`src/rtl/csu_pkg.sv`:
```
`default_nettype none

package csu_pkg;

    localparam int NUM_THREADS_DEF = 32;
    localparam int REQ_W           = 2;
    localparam int TID_W           = 5;
    localparam int STATUS_W        = 2;
    localparam int COUNT_W         = 8;

    localparam logic [REQ_W-1:0] REQ_WAIT = 2'd0;
    localparam logic [REQ_W-1:0] REQ_GIVE = 2'd1;
    localparam logic [REQ_W-1:0] REQ_TRY  = 2'd2;

    localparam logic [STATUS_W-1:0] ST_DONE    = 2'd0;
    localparam logic [STATUS_W-1:0] ST_BLOCKED = 2'd1;
    localparam logic [STATUS_W-1:0] ST_REFUSED = 2'd2;

    localparam logic [COUNT_W-1:0] MAX_COUNT_RST = 8'd1;

    typedef struct packed {
        logic [REQ_W-1:0] req_type;
        logic [TID_W-1:0] thread_id;
    } csu_req_t;

    typedef struct packed {
        logic [STATUS_W-1:0] status;
        logic                wake_valid;
        logic [TID_W-1:0]    woken_id;
    } csu_rsp_t;

    // controller to datapath
    typedef struct packed {
        logic exec;
        logic load_cfg;
    } csu_cmd_t;

endpackage

`default_nettype wire

```
`src/rtl/counting_semaphore_unit_top.sv`:
```
`default_nettype none

// channel  | signals                         | direction
// ---------+---------------------------------+----------
// request  | in_valid, in_stall, in_data     | in
// response | out_valid, out_stall, out_data  | out
// config   | cfg_we, cfg_data (limit)        | in
//
// one item per cycle while in_stall is low; the result enters the output register
// as the item is taken, count, mask and lowest-waiter encode being combinational
// reset: limit and count 1, no waiters, output empty
// in_stall rises only while a result is held and out_stall is high

module counting_semaphore_unit_top #(
    parameter int NUM_THREADS = csu_pkg::NUM_THREADS_DEF
) (
    input  wire logic                        clk,
    input  wire logic                        rst_n,
    input  wire logic                        in_valid,
    output logic                             in_stall,
    input  wire csu_pkg::csu_req_t           in_data,
    output logic                             out_valid,
    input  wire logic                        out_stall,
    output csu_pkg::csu_rsp_t                out_data,
    input  wire logic                        cfg_we,
    input  wire logic [csu_pkg::COUNT_W-1:0] cfg_data
);
    import csu_pkg::*;

    csu_cmd_t cmd;

    csu_ctrl u_ctrl (
        .clk       (clk),
        .rst_n     (rst_n),
        .in_valid  (in_valid),
        .in_stall  (in_stall),
        .out_valid (out_valid),
        .out_stall (out_stall),
        .cfg_we    (cfg_we),
        .cmd       (cmd)
    );

    csu_dp #(
        .NUM_THREADS (NUM_THREADS)
    ) u_dp (
        .clk      (clk),
        .rst_n    (rst_n),
        .cmd      (cmd),
        .req      (in_data),
        .cfg_data (cfg_data),
        .rsp      (out_data)
    );

`ifndef ASSERT_OFF
    a_hold_stalls_input: assert property (@(posedge clk) disable iff (!rst_n)
        (out_valid && out_stall) |-> in_stall)
        else $error("input taken while result held");

    a_wake_is_done: assert property (@(posedge clk) disable iff (!rst_n)
        (out_valid && out_data.wake_valid) |-> (out_data.status == ST_DONE))
        else $error("wake with non-done status");

    a_no_wake_zero: assert property (@(posedge clk) disable iff (!rst_n)
        (out_valid && !out_data.wake_valid) |-> (out_data.woken_id == '0))
        else $error("woken_id set without wake");

    a_try_never_blocks: assert property (@(posedge clk) disable iff (!rst_n)
        (in_valid && !in_stall && in_data.req_type == REQ_TRY)
        |=> (out_data.status != ST_BLOCKED))
        else $error("try-wait blocked");
`endif

endmodule

`default_nettype wire

```
`src/rtl/csu_ctrl.sv`:
```
`default_nettype none

module csu_ctrl (
    input  wire logic             clk,
    input  wire logic             rst_n,
    input  wire logic             in_valid,
    output logic                  in_stall,
    output logic                  out_valid,
    input  wire logic             out_stall,
    input  wire logic             cfg_we,
    output csu_pkg::csu_cmd_t     cmd
);
    import csu_pkg::*;

    localparam logic S_EMPTY = 1'b0;
    localparam logic S_FULL  = 1'b1;

    logic state_reg;
    logic state_next;

    // a new item may enter whenever the result register is free or draining
    assign in_stall     = (state_reg == S_FULL) && out_stall;
    assign out_valid    = (state_reg == S_FULL);
    assign cmd.exec     = in_valid && !in_stall;
    assign cmd.load_cfg = cfg_we;

    always_comb
    begin
        state_next = state_reg;
        case (state_reg)
            S_EMPTY:
            begin
                if (cmd.exec)
                begin
                    state_next = S_FULL;
                end
            end
            S_FULL:
            begin
                if (!out_stall && !cmd.exec)
                begin
                    state_next = S_EMPTY;
                end
            end
            default:
            begin
                state_next = S_EMPTY;
            end
        endcase
    end

    always_ff @(posedge clk or negedge rst_n)
    begin
        if (!rst_n)
        begin
            state_reg <= S_EMPTY;
        end
        else
        begin
            state_reg <= state_next;
        end
    end

endmodule

`default_nettype wire

```
`src/rtl/csu_dp.sv`:
```
`default_nettype none

module csu_dp #(
    parameter int NUM_THREADS = csu_pkg::NUM_THREADS_DEF
) (
    input  wire logic                          clk,
    input  wire logic                          rst_n,
    input  wire csu_pkg::csu_cmd_t             cmd,
    input  wire csu_pkg::csu_req_t             req,
    input  wire logic [csu_pkg::COUNT_W-1:0]   cfg_data,
    output csu_pkg::csu_rsp_t                  rsp
);
    import csu_pkg::*;

    localparam int IDX_W = $clog2(NUM_THREADS);

    logic [COUNT_W-1:0]     max_reg;
    logic [COUNT_W-1:0]     count_reg;
    logic [COUNT_W-1:0]     count_next;
    logic [NUM_THREADS-1:0] mask_reg;
    logic [NUM_THREADS-1:0] mask_next;
    logic [NUM_THREADS-1:0] tid_bit;
    logic [NUM_THREADS-1:0] low_bit;
    logic [IDX_W-1:0]       low_idx;
    logic [IDX_W+TID_W-1:0] low_idx_wide;
    logic                   tid_in_range;
    csu_rsp_t               rsp_reg;
    csu_rsp_t               rsp_next;

    assign tid_bit      = {{(NUM_THREADS-1){1'b0}}, 1'b1} << req.thread_id;
    assign tid_in_range = 32'(req.thread_id) < NUM_THREADS;

    // lowest waiting thread
    always_comb
    begin
        low_idx = '0;
        for (int i = NUM_THREADS - 1; i >= 0; i--)
        begin
            if (mask_reg[i])
            begin
                low_idx = IDX_W'(i);
            end
        end
    end

    assign low_bit      = {{(NUM_THREADS-1){1'b0}}, 1'b1} << low_idx;
    assign low_idx_wide = {{TID_W{1'b0}}, low_idx};

    always_comb
    begin
        count_next          = count_reg;
        mask_next           = mask_reg;
        rsp_next.status     = ST_DONE;
        rsp_next.wake_valid = 1'b0;
        rsp_next.woken_id   = '0;
        case (req.req_type)
            REQ_WAIT, REQ_TRY:
            begin
                if (count_reg != '0)
                begin
                    count_next = count_reg - 1'b1;
                end
                else if (req.req_type == REQ_TRY || !tid_in_range)
                begin
                    rsp_next.status = ST_REFUSED;
                end
                else
                begin
                    mask_next       = mask_reg | tid_bit;
                    rsp_next.status = ST_BLOCKED;
                end
            end
            REQ_GIVE:
            begin
                if (mask_reg != '0)
                begin
                    mask_next           = mask_reg & ~low_bit;
                    rsp_next.wake_valid = 1'b1;
                    rsp_next.woken_id   = low_idx_wide[TID_W-1:0];
                end
                else if (count_reg < max_reg)
                begin
                    count_next = count_reg + 1'b1;
                end
            end
            default:
            begin
                // unknown request: no change, answers done
            end
        endcase
    end

    always_ff @(posedge clk or negedge rst_n)
    begin
        if (!rst_n)
        begin
            max_reg   <= MAX_COUNT_RST;
            count_reg <= MAX_COUNT_RST;
            mask_reg  <= '0;
        end
        else if (cmd.load_cfg)
        begin
            // zero maximum is ignored
            if (cfg_data != '0)
            begin
                max_reg   <= cfg_data;
                count_reg <= cfg_data;
                mask_reg  <= '0;
            end
        end
        else if (cmd.exec)
        begin
            count_reg <= count_next;
            mask_reg  <= mask_next;
        end
    end

    always_ff @(posedge clk)
    begin
        if (cmd.exec)
        begin
            rsp_reg <= rsp_next;
        end
    end

    assign rsp = rsp_reg;

endmodule

`default_nettype wire

```
`config.mk`:
```
export PLATFORM = sky130hd
export DESIGN_NAME = counting_semaphore_unit_top
export DESIGN_NICKNAME = d
export VERILOG_FILES = /design/src/rtl/csu_pkg.sv /design/src/rtl/counting_semaphore_unit_top.sv /design/src/rtl/csu_ctrl.sv /design/src/rtl/csu_dp.sv
export SDC_FILE = /design/constraint.sdc
export NUM_CORES = 1
export LEC_CHECK = 0
export CORE_MARGIN = 4
export CORE_UTILIZATION = 40
export CTS_BUF_LIST = sky130_fd_sc_hd__clkbuf_16
export DETAILED_ROUTE_END_ITERATION = 16
export DONT_BUFFER_PORTS = 1
export GPL_TIMING_DRIVEN = 1
export PLACE_DENSITY = 0.63
export RECOVER_POWER = 50
export SLEW_MARGIN = 25
export SYNTH_ARGS = -nofsm -noshare
export SYNTH_HDL_FRONTEND = slang
export SYNTH_SLANG_ARGS = --single-unit
export TNS_END_PERCENT = 30
```
`constraint.sdc`:
```
create_clock -name clk -period 3 [get_ports clk]
set_input_delay 0.45 -clock clk [delete_from_list [all_inputs] [get_ports clk]]
set_output_delay 0.45 -clock clk [all_outputs]
set_load 0.02 [all_outputs]
```
### Yosys cells after proc, flatten, opt, wreduce, memory -nomap -nowiden

Cells that the tools add are included.

* input port bits: 20
* word-level logic and storage cells: 95
* output and inout bits: 10
* flip-flop bits (word level): 57

* reduce and logical (&&, ||, !) cells: 18
* shift operators: 2
* multiplexer cells: 51
* bitwise gates (word level): 5
* order comparisons: 1
* eq/ne operators: 9
* $add $sub $neg: 2

Operators with widths (count)
* 2-to-1 mux 32 bit: 6
* 2-to-1 mux 5 bit: 32
* one-hot mux 32 bit (2 select lines): 1
* left shift 1 x 5 -> 32 bit (first input constant): 2
* 2-to-1 mux 8 bit: 6
* bitwise AND 32 bit: 1
* NOT 32 bit: 1
* bitwise OR 32 bit: 1
* nonzero test 32 bit: 1
* one-hot mux 8 bit (2 select lines): 1
* nonzero test 8 bit: 2
* AND reduction 6 bit: 2
* != test 3 x 2 -> 1 bit (second input constant): 3
* != test 3 bit (second input constant): 3
* adder 8 x 1 -> 8 bit (second input constant): 1
* less-than comparator 8 bit: 1
* subtractor 8 x 1 -> 8 bit (second input constant): 1
* 2-to-1 mux 6 bit: 1
* AND reduction 2 bit: 2
* OR reduction 2 bit: 2
* logical AND 1 bit: 3
* zero test 1 bit: 3
* nonzero test 3 bit: 1
* equality test 2 x 1 -> 1 bit (second input constant): 1
* other kinds (8): 10

### Logic depth before layout (Yosys ltp)

Gate-level depths: netlist of run 1.

* depth in word-level cells: 39
* depth in mapped cells: 11
* mapped depth without buffers: 10

### Modules after synthesis

From an unflattened synthesis of run 1, not the netlist that was laid out.

* cells, all modules: 402
* area, all modules: 3828.7 um2

Modules (own cells, without submodules)
* csu_dp: times used 1, seq. area each 1443.9 um2, area an instance 3771.1 um2, cells each 397
* csu_ctrl: times used 1, seq. area each 25.0 um2, area an instance 57.6 um2, cells each 5

### Worst setup path before layout of run 1

OpenSTA, ideal clock, no wires.

* kind: input to register
* from: input in_data[5] (netlist name)
* to: register u_dp.count_reg[7]
* path buffers: 1
* setup time: 0.091 ns
* slack: 0.449 ns
* arrival: 2.461 ns
* stages: 11
* required time: 2.909 ns
* cells stage by stage: nor2b_1 > buf_2 > inv_1 > ha_1 > a21oi_1 > o211ai_1 > o41ai_1 > xnor2_1 > a2111oi_0 > a21oi_1 > o221ai_1

* word-level cells in the longest chain between the ends: 5
* elaborated cells on any way between the ends: 12
* those cells by class: eq/ne: 5; mux: 3; reduce/logical: 4

Ends and longest elaborated chain
* start, declared: line counting_semaphore_unit_top.sv:21 `input wire csu_pkg::csu_req_t in_data,`
* equality test 2 bit or zero test 2 bit (tied branches): line csu_dp.sv:56 `case (req.req_type)`
* OR reduction 2 bit: line csu_dp.sv:56
* one-hot mux 8 bit (2 select lines): line csu_dp.sv:56
* 2-to-1 mux 8 bit: line csu_dp.sv:111 `else if (cmd.exec)`
* 2-to-1 mux 8 bit: line csu_dp.sv:101 `else if (cmd.load_cfg)`
* end signal, assigned: line csu_dp.sv:107 `count_reg <= cfg_data;`
* end signal, assigned: line csu_dp.sv:113 `count_reg <= count_next;`
* end, declared: line csu_dp.sv:18 `logic [COUNT_W-1:0] count_reg;`

Parallel ways exist; a longest one is shown, timed or not. The select of a mux whose other input is x is not followed.
A chain may end at the register's enable or synchronous reset.

### Worst setup path after layout of run 1

* from: register u_dp.mask_reg[19]
* to: register u_dp.mask_reg[4]

* word-level cells in the longest chain between the ends: 27
* elaborated cells on any way between the ends: 30
* those cells by class: eq/ne: 1; shift: 1; mux: 24; bitwise: 2; reduce/logical: 2

Ends and longest elaborated chain
* start, declared: line csu_dp.sv:20 `logic [NUM_THREADS-1:0] mask_reg;`
* start signal, assigned: line csu_dp.sv:114 `mask_reg <= mask_next;`
* 2-to-1 mux 5 bit (20 in a row): line csu_dp.sv:39 `if (mask_reg[i])`
* left shift 1 x 5 -> 32 bit: line csu_dp.sv:46 `assign low_bit = {{(NUM_THREADS-1){1'b0}}, 1'b1} << low_idx;`
* NOT 32 bit: line csu_dp.sv:77 `mask_next = mask_reg & ~low_bit;`
* bitwise AND 32 bit: line csu_dp.sv:77
* 2-to-1 mux 32 bit: line csu_dp.sv:75 `if (mask_reg != '0)`
* one-hot mux 32 bit (2 select lines): line csu_dp.sv:56
* 2-to-1 mux 32 bit: line csu_dp.sv:111
* 2-to-1 mux 32 bit: line csu_dp.sv:101

Parallel ways exist; a longest one is shown, timed or not. The select of a mux whose other input is x is not followed.

==> impl_metrics.yaml, run 1 <==
worst_setup_path:
  slowest_delay_ns: 0.54
  reg2reg_slack_ns: 0.38
  cp_data_required_time_ns: 3.20
  crit_buf_inv: 0
  cp_top_family: "simple AND/OR/NAND/NOR gates"
  reg2reg_depth: 6
  worstReg2RegEnd: "u_dp.mask_reg[4]"
  cpMaxStageDelayCell: "or4_1"
  crit_type: "reg -> reg"
  worstPathArrival_ns: 2.82
  r2r_start: "u_dp.mask_reg[19]"
  path_cells: "or4_1 -> nor3_1 -> o21ai_0 -> a21oi_2 -> nand3_1 -> o311a_1"
  cp_max_fo: 9
  cp-start-kind: "flop"
  crit_path_end_kind: "flop"
routing:
  vias: 3139
  drt_first_iter_violations: 256
  dr.pass1.iters: 5
  avgRoutedWirePerCell_um: 19.09
  via_per_inst: 6.095
  antenna_left: 0
  route.detailed.drc: 0
  wl_um: 9830
global_routing:
  grt_pass1_vias: 2980
  grt_pass1_wl_um: 15630
  antenna_found_initial: 0
  grt_start_max_net_pins: 50
  grt_util_all_layers: 0.1981
  gr-total-overflow: 0
clocking:
  root_buffer: "clkbuf_16"
  clock_sinks: 57
  h-tree-depth: 3
  worstSkewPairLatency_ns: 0.32
  tritoncts: "yes"
  clk_pin_slew_worst_paths_ns: 0.05
  cts_buffers: 9
  cts_max_path_buffers: 2
final_layout:
  fillers: 824
  diodes: 0
  mostFrequentLayoutCells: "dfrtp_1 (47), a21oi_1 (41), nor2_1 (37), nand2_1 (32), inv_1 (25)"
  drive_gt1_frac: 0.1081
  final_nets: 436
  largest_reg_flops: 32
  design_area_mm2: 0.003995
  area_growth_pct: 12.31
  final_common_cell: "dfrtp_1"
floorplan:
  placement_rows: 34
  start_util: 0.4099
  ioPinCount: 30
  die_h_um: 102.3
  die_w_um: 102.3
  coreArea_mm2: 0.008678
  die-area_mm2: 0.01047
worst_hold_path:
  hold_path.startpoint: "in_valid"
  worstHoldPathCells: 1
  hold_class: "in -> reg"
  hold_end: "u_ctrl.out_valid"
synthesis:
  async_reset_ff_frac: 0.8596
  syn_area_mm2: 0.003557
  syn_nets: 420
  ys_ff_latch: 57
  synth.avg_cell_area_um2: 9.215
  ys_types: 58
  synth_warnings: 0
  synthFlopType: "dfrtp_1"
  yosysSeqAreaShare: 0.4129
  syn_inst: 386
  synth_edf_count: 8
sta:
  max_slew_margin: 0.1779
  max_freq_mhz: 381.5
  layout_min_cycle_time_ns: 2.621
  fin_tns_setup_ns: 0
  tightestPinTransition_ns: 1.233
  rsz0062_at_grt: "false"
  slew_viol_final: 0
  final_hold_viol_count: 0
  hold_slack_ns: 0.2331
  timing.final.crit_share: 0.8738
  fin_worst_skew_ns: 0.008429
  setup_viol: 0
pwr:
  pwr-share-comb: 0.254
  p_seq_frac: 0.385
  pwr-share-clk: 0.361
  p_sw_uw: 765.3
  power.total_uw: 2418
  ir_drop_uv: 251.3
  internal-power_uw: 1653
  p_sw_frac: 0.3165
  power.leakage_uw: 0.001857
  p_per_area_mw_per_mm2: 605.3
place:
  dp_hpwl_um: 7331
  place_area_mm2: 0.003729
  port_buffers: 0
  gp_congestion: 0.9682
outcome:
  status: "complete, no violations"
run:
  max-cap-violations: 0
## metrics by stage
step | setup slack, ns | instances | util
2_1_floorplan | 0.4485 | 386 | -
3_3_place_gp | 0.3224 | 497 | 0.4296
3_5_place_dp | 0.2924 | 497 | 0.4296
4_1_cts | 0.4068 | 515 | 0.4634
5_1_grt | 0.1990 | 515 | 0.4604
6_report | 0.3785 | 515 | 0.4604
## Yosys cell counts, drive strengths merged (2+ instances only)
cell | number | area (um2)
dfrtp | 47 | 1176
nor3b | 2 | 25.02
nor3 | 13 | 70.07
or4 | 3 | 22.52
a2111oi | 2 | 17.52
o211ai | 7 | 52.55
xor2 | 3 | 26.28
edfxtp | 8 | 240.2
o31a | 3 | 26.28
inv | 24 | 90.09
nand2b | 6 | 37.54
or2 | 4 | 25.02
nand3b | 2 | 27.53
nand2 | 32 | 120.1
buf | 4 | 35.03
o21a | 6 | 45.04
o21bai | 5 | 37.54
dfstp | 2 | 52.55
a31oi | 3 | 18.77
o31ai | 3 | 22.52
o21ai | 16 | 83.83
a21o | 13 | 97.59
o2111a | 2 | 22.52
ha | 13 | 162.7
a211oi | 21 | 157.7
or3 | 2 | 12.51
xnor2 | 3 | 26.28
nand4 | 3 | 18.77
o41ai | 2 | 17.52
nand3 | 5 | 25.02
clkbuf | 5 | 18.77
a21oi | 43 | 230.2
nor2b | 4 | 25.02
nor2 | 38 | 145.1
nor4 | 12 | 87.58
o211a | 12 | 120.1
## power groups by stage
stage,Combinational [uW],Clock [uW],Sequential (uW)
5_1_grt,689,922,941
3_3_place_gp,582,0,940
2_1_floorplan,474,0,923
6_report,614,874,931
4_1_cts,614,890,930
3_5_place_dp,588,0,943
## per-layer routing
metal | wire length (um) | track usage
met5 | 0 | 0
met4 | 286 | 0.08577
met3 | 800 | 0.04778
met2 | 4185 | 0.2829
met1 | 4558 | 0.2849
## final cells by class
cell class | instances | area [um2] | area share
multi-input cells | 296 | 1944 | 0.4867
flip-flops and latches | 57 | 1469 | 0.3677
clock buffers | 9 | 225.2 | 0.05637
well taps | 108 | 135.1 | 0.03382
repair buffers | 14 | 101.3 | 0.02537
inverters | 24 | 90.09 | 0.02255
clock inverters | 7 | 30.03 | 0.007516
## worst register-to-register path, stage by stage, from the launching register on
cell	delay [ns]
dfrtp_1	0.42
or4_1	0.54
nor3_1	0.18
o21ai_0	0.20
a21oi_2	0.42
nand3_1	0.33
o311a_1	0.41
## repair_timing
item                       in CTS  in global routing
resized for setup               0                  0
hold buffers                    2                  0
buffers inserted                0                  0
hold endpoints to repair       49                  0
setup endpoints to repair       0                  0
## worst max-delay path by stage
stage                                  from                 to  slack, ns  cells past startpoint
after global routing      u_dp.mask_reg[24]  u_dp.count_reg[2]       0.20                      7
final                     u_dp.mask_reg[19]   u_dp.mask_reg[4]       0.38                      6
after global placement           in_data[5]  u_dp.count_reg[7]       0.32                     10
after detailed placement         in_data[5]  u_dp.count_reg[7]       0.29                     10
after floorplan                  in_data[5]  u_dp.count_reg[7]       0.45                     11
after CTS                 u_dp.mask_reg[15]   u_dp.mask_reg[4]       0.41                      6
## cells by family (layout without fill, tap and decap cells)
| kind of cell | Yosys count | after routing | synth area share |
|---|---|---|---|
| compound gates | 146 | 146 | 0.2909 |
| xor+xnor | 6 | 6 | 0.01478 |
| fa+ha+maj | 14 | 14 | 0.05136 |
| buf+inv | 33 | 54 | 0.04045 |
| flops | 57 | 57 | 0.4129 |
| mux | 1 | 1 | 0.003165 |
| simple gates | 129 | 129 | 0.1864 |
Power figures use the tool's default switching activity.
==> run 2: changes to the inputs <==
--- a/config.mk
+++ b/config.mk
@@ -7,7 +7,7 @@
 export LEC_CHECK = 0
 export CORE_MARGIN = 4
 export CORE_UTILIZATION = 40
-export CTS_BUF_LIST = sky130_fd_sc_hd__clkbuf_16
+export CTS_CLUSTER_SIZE = 12
 export DETAILED_ROUTE_END_ITERATION = 16
 export DONT_BUFFER_PORTS = 1
 export GPL_TIMING_DRIVEN = 1
==> run 2 against run 1 <==
Against the previous run:
- via count decreased by 0.41%
- die area unchanged
- routed wire length is 0.62% lower
- setup slack gained 0.013 ns
- register-to-register slack barely moved
- core utilization decreased by 0.82 points
- flip-flop and latch count is the same
- critical endpoint unchanged
- largest power group unchanged
==> impl_metrics.yaml, run 2 (synthesis results as in run 1) <==
floorplan:
  coreArea_mm2: 0.008678
  ioPinCount: 30
  start_util: 0.4099
  die_h_um: 102.3
  die_w_um: 102.3
  placement_rows: 34
  die-area_mm2: 0.01047
global_routing:
  grt_start_max_net_pins: 50
  antenna_found_initial: 0
  grt_pass1_wl_um: 15520
  grt_pass1_vias: 2967
  grt_util_all_layers: 0.1971
  gr-total-overflow: 0
final_layout:
  design_area_mm2: 0.003924
  largest_reg_flops: 32
  layout.cells.non_filler: 515
  drive_gt1_frac: 0.1155
  diodes: 0
  final_common_cell: "dfrtp_1"
  area_growth_pct: 10.31
  mostFrequentLayoutCells: "dfrtp_1 (47), a21oi_1 (41), nor2_1 (37), nand2_1 (32), inv_1 (24)"
  final_nets: 436
sta:
  slew_viol_final: 0
  setup_viol: 0
  final_hold_viol_count: 0
  fin_tns_setup_ns: 0
  max_freq_mhz: 383.4
  rsz0062_at_grt: "false"
  layout_min_cycle_time_ns: 2.608
  max_slew_margin: 0.1850
  timing.final.crit_share: 0.8693
  tightestPinTransition_ns: 1.222
  fin_worst_skew_ns: 0.01062
place:
  place_inst: 497
  place_area_mm2: 0.003729
  gp_congestion: 0.9682
  dp_hpwl_um: 7331
  port_buffers: 0
routing:
  drt_first_iter_violations: 332
  vias: 3126
  dr.pass1.iters: 5
  via_per_inst: 6.070
  route.detailed.drc: 0
  avgRoutedWirePerCell_um: 18.97
  antenna_left: 0
  wl_um: 9769
clocking:
  cts_setup_buffers: 0
  clk_pin_slew_worst_paths_ns: 0.07
  h-tree-depth: 3
  cts_resized: 0
  worstSkewPairLatency_ns: 0.34
  clock_sinks: 57
  hold_buffers: 2
  tritoncts: "yes"
  cts_buffers: 9
  root_buffer: "clkbuf_8"
  cts_max_path_buffers: 2
worst_setup_path:
  cp_max_fo: 9
  crit_path_end_kind: "flop"
  path_cells: "or4_1 -> nor3_1 -> o21ai_0 -> a21oi_2 -> nand3_1 -> o311a_1"
  worstPathArrival_ns: 2.83
  cp_data_required_time_ns: 3.22
  slowest_delay_ns: 0.53
  crit_type: "reg -> reg"
  reg2reg_depth: 6
  cp-start-kind: "flop"
  cpMaxStageDelayCell: "or4_1"
run:
  max-cap-violations: 0
pwr:
  ir_drop_uv: 178.7
  power.leakage_uw: 0.001824
  power.total_uw: 2212
  p_per_area_mw_per_mm2: 563.7
worst_hold_path:
  hold_class: "in -> reg"
  worstHoldPathCells: 1
outcome:
  status: "complete, no violations"
-- run 2: path summary, 6_finish.rpt --
path / slack (ns) / endpoint / from
setup / recovery: 0.39 / u_dp.mask_reg[4] / u_dp.mask_reg[19]
hold / removal: 0.21 / u_ctrl.out_valid / in_valid
setup reg to reg: 0.39 / u_dp.mask_reg[4] / u_dp.mask_reg[19]
hold reg to reg: 0.46 / u_dp.max_reg[0] / u_dp.max_reg[0]
max in group asynchronous: 1.34 / u_dp.mask_reg[3] / rst_n
min in group asynchronous: 0.92 / u_dp.mask_reg[0] / rst_n
-- run 2: layout make-up --
| cell class | count | area (um2) |
|---|---|---|
| Clock inverter | 3 | 15.01 |
| Multi-Input combinational cell | 296 | 1944 |
| Sequential cell | 57 | 1469 |
| Tap cell | 108 | 135.1 |
| Fill cell | 845 | 4755 |
| Timing Repair Buffer | 14 | 101.3 |
| Inverter | 24 | 90.09 |
| Clock buffer | 13 | 168.9 |
-- run 2: power breakdown --
part / leakage [uW] / internal (uW) / total (uW) / switching [uW]
Combinational: 0.00100 / 262 / 612 / 350
Sequential: 0.000722 / 849 / 929 / 79.7
Clock: 0.0000992 / 363 / 671 / 308
Total: 0.00182 / 1470 / 2210 / 737
-- run 2: layer usage --
layer | track usage | wire length, um | part of all wire
met5 | 0 | 0 | 0
met3 | 0.04915 | 740 | 0.076
met4 | 0.08073 | 279 | 0.029
met2 | 0.2779 | 4149 | 0.42
met1 | 0.2873 | 4600 | 0.47
-- run 2: metrics by stage --
step / hold WS, ns / utilization / setup slack [ns]
floorplan: 0.1544 / - / 0.4485
global placement: 0.1563 / 0.4296 / 0.3224
detailed placement: 0.1564 / 0.4296 / 0.2924
CTS: 0.2066 / 0.4552 / 0.3988
global route: 0.2123 / 0.4521 / 0.1793
finish: 0.2145 / 0.4521 / 0.3920
-- run 2: critical path: cells and delay by family (launching register included) --
kind            cells  cell delay [ns]
flops               1             0.43
compound gates      3             1.02
simple gates        3             1.03
==> run 3: changes to the inputs <==
==> constraint.sdc (replaced) <==
create_clock -name clk -period 3.32 [get_ports clk]
set_input_delay 0.498 -clock clk [delete_from_list [all_inputs] [get_ports clk]]
set_output_delay 0.498 -clock clk [all_outputs]
set_load 0.02 [all_outputs]
==> run 3 against run 2 <==
Against the previous run:
- the flow now finishes with violations (capacitance limit, slew limit)
- non-clock buffer count is the same
- first-iteration DRC count shrank 9.6%
- fmax shrank 1.0%
- clock power grew 5.5%
- flip-flop and latch count is the same
- final area grew 0.70%
- critical endpoint is now u_dp.count_reg[2]
- largest cell class unchanged
- highest routed layer unchanged
==> impl_metrics.yaml, run 3 (synthesis results as in run 1) <==
sta:
  final_hold_viol_count: 0
  max_freq_mhz: 379.6
  setup_viol: 0
  slew_viol_final: 48
  timing.final.crit_share: 0.7935
  layout_min_cycle_time_ns: 2.634
  max_slew_margin: -0.7584
  tightestPinTransition_ns: 2.638
  fin_worst_skew_ns: 0.007109
  rsz0062_at_grt: "false"
  fin_tns_setup_ns: 0
clocking:
  tritoncts: "yes"
  root_buffer: "clkbuf_8"
  h-tree-depth: 3
  cts_setup_buffers: 0
  clock_sinks: 57
  clk_pin_slew_worst_paths_ns: 0.07
  worstSkewPairLatency_ns: 0.34
  cts_buffers: 9
  cts_max_path_buffers: 2
worst_setup_path:
  cp_top_family: "simple AND/OR/NAND/NOR gates"
  crit_path_end_kind: "flop"
  path_cells: "nor4_1 -> nand4_1 -> nor2_1 -> nand4_1 -> a21oi_1 -> buf_4 -> mux2_2"
  cp_common_cell: "nand4_1"
  cp_max_fo: 7
  cpMaxStageDelayCell: "nor4_1"
  slowest_delay_ns: 0.65
  cp-start-kind: "flop"
  crit_buf_inv: 1
  worstPathArrival_ns: 2.86
  crit_type: "reg -> reg"
  cp_data_required_time_ns: 3.55
final_layout:
  final_nets: 436
  drive_gt1_frac: 0.1130
  largest_reg_flops: 32
  final_common_cell: "dfrtp_1"
  design_area_mm2: 0.003951
  area_growth_pct: 11.08
  mostFrequentLayoutCells: "dfrtp_1 (47), a21oi_1 (41), nor2_1 (37), nand2_1 (32), inv_1 (24)"
  multi_input_area_mm2: 0.001944
  regArea_mm2: 0.001469
  fillers: 837
  diodes: 0
routing:
  dr.pass1.iters: 5
  vias: 3160
  route.detailed.drc: 0
  wl_um: 10030
  drt_first_iter_violations: 300
  antenna_left: 0
  via_per_inst: 6.136
  avgRoutedWirePerCell_um: 19.48
pwr:
  internal-power_uw: 1417
  p_seq_frac: 0.400
  p_sw_frac: 0.3261
  p_sw_uw: 685.9
  pwr-share-clk: 0.337
  p_per_area_mw_per_mm2: 532.2
  ir_drop_uv: 203.3
  pwr-share-comb: 0.264
  power.leakage_uw: 0.001833
floorplan:
  start_util: 0.4099
  placement_rows: 34
  die_h_um: 102.3
  die-area_mm2: 0.01047
  ioPinCount: 30
  coreArea_mm2: 0.008678
  die_w_um: 102.3
global_routing:
  grt_util_all_layers: 0.2054
  grt_pass1_wl_um: 16490
  grt_start_max_net_pins: 48
  gr-total-overflow: 0
  antenna_found_initial: 0
  grt_pass1_vias: 3002
outcome:
  status: "finished, violations left"
  failed_checks: "capacitance limit, slew limit"
run:
  max-cap-violations: 1
place:
  gp_congestion: 1.001
  place_area_mm2: 0.003729
  dp_hpwl_um: 7185
  port_buffers: 0
worst_hold_path:
  hold_class: "in -> reg"
run 3: changes by cell type in the layout (fill, tap and decap cells not counted):
cell and delta:
clkbuf_1 -1, and2_0 -1, clkinv_1 +2, clkinvlp_4 +1
bufinv_16 +2, and2_1 +1, buf_4 +1, clkinv_2 -1
clkbuf_8 -3, clkbuf_2 -1
run 3: cell type report:
cell class / instances / share of cell area
clock buffers: 9 / 0.03135
clock inverters: 7 / 0.02153
inverters: 24 / 0.02280
multi-input cells: 296 / 0.4921
flip-flops and latches: 57 / 0.3718
well taps: 108 / 0.03420
repair buffers: 14 / 0.02628
run 3: power by group through the flow:
stage	Combinational [uW]	Sequential, uW	Clock [uW]
finish	554	841	708
global route	634	850	750
CTS	555	840	719
detailed placement	532	853	0
global placement	527	851	0
floorplan	429	834	0
run 3: final timing paths:
kind                                    from                end  slack [ns]  cells past startpoint
max                        u_dp.mask_reg[24]  u_dp.count_reg[2]        0.69                      7
max in group asynchronous              rst_n  u_dp.mask_reg[31]        0.84                      1
min reg2reg                  u_dp.max_reg[0]    u_dp.max_reg[0]        0.47                      2
min                                   cfg_we    u_dp.max_reg[0]        0.28                      2
max reg2reg                u_dp.mask_reg[24]  u_dp.count_reg[2]        0.69                      7
min in group asynchronous              rst_n    u_dp.max_reg[0]        0.69                      1
run 3: routing by layer:
metal	GRT usage	vias to the layer above	wire length (um)
met3	0.05461	21	771
met1	0.2942	1517	4609
met4	0.05954	0	183
met5	0	-	0
met2	0.3053	139	4465
li1	-	1483	-
run 3: stage by stage:
step	power, uW	hold WS (ns)	setup WS [ns]	utilization	std cells
floorplan	1263	0.2024	0.7205	-	386
global placement	1378	0.2047	0.7538	0.4296	497
detailed placement	1385	0.2042	0.7087	0.4296	497
CTS	2114	0.008093	0.7628	0.4580	515
global route	2233	0.2618	0.2417	0.4553	515
finish	2103	0.2762	0.6857	0.4553	515
run 3: what timing repair did:
action	4_1_cts	5_1_grt
hold endpoints to repair	47	0
resized for setup	0	0
hold buffers	2	0
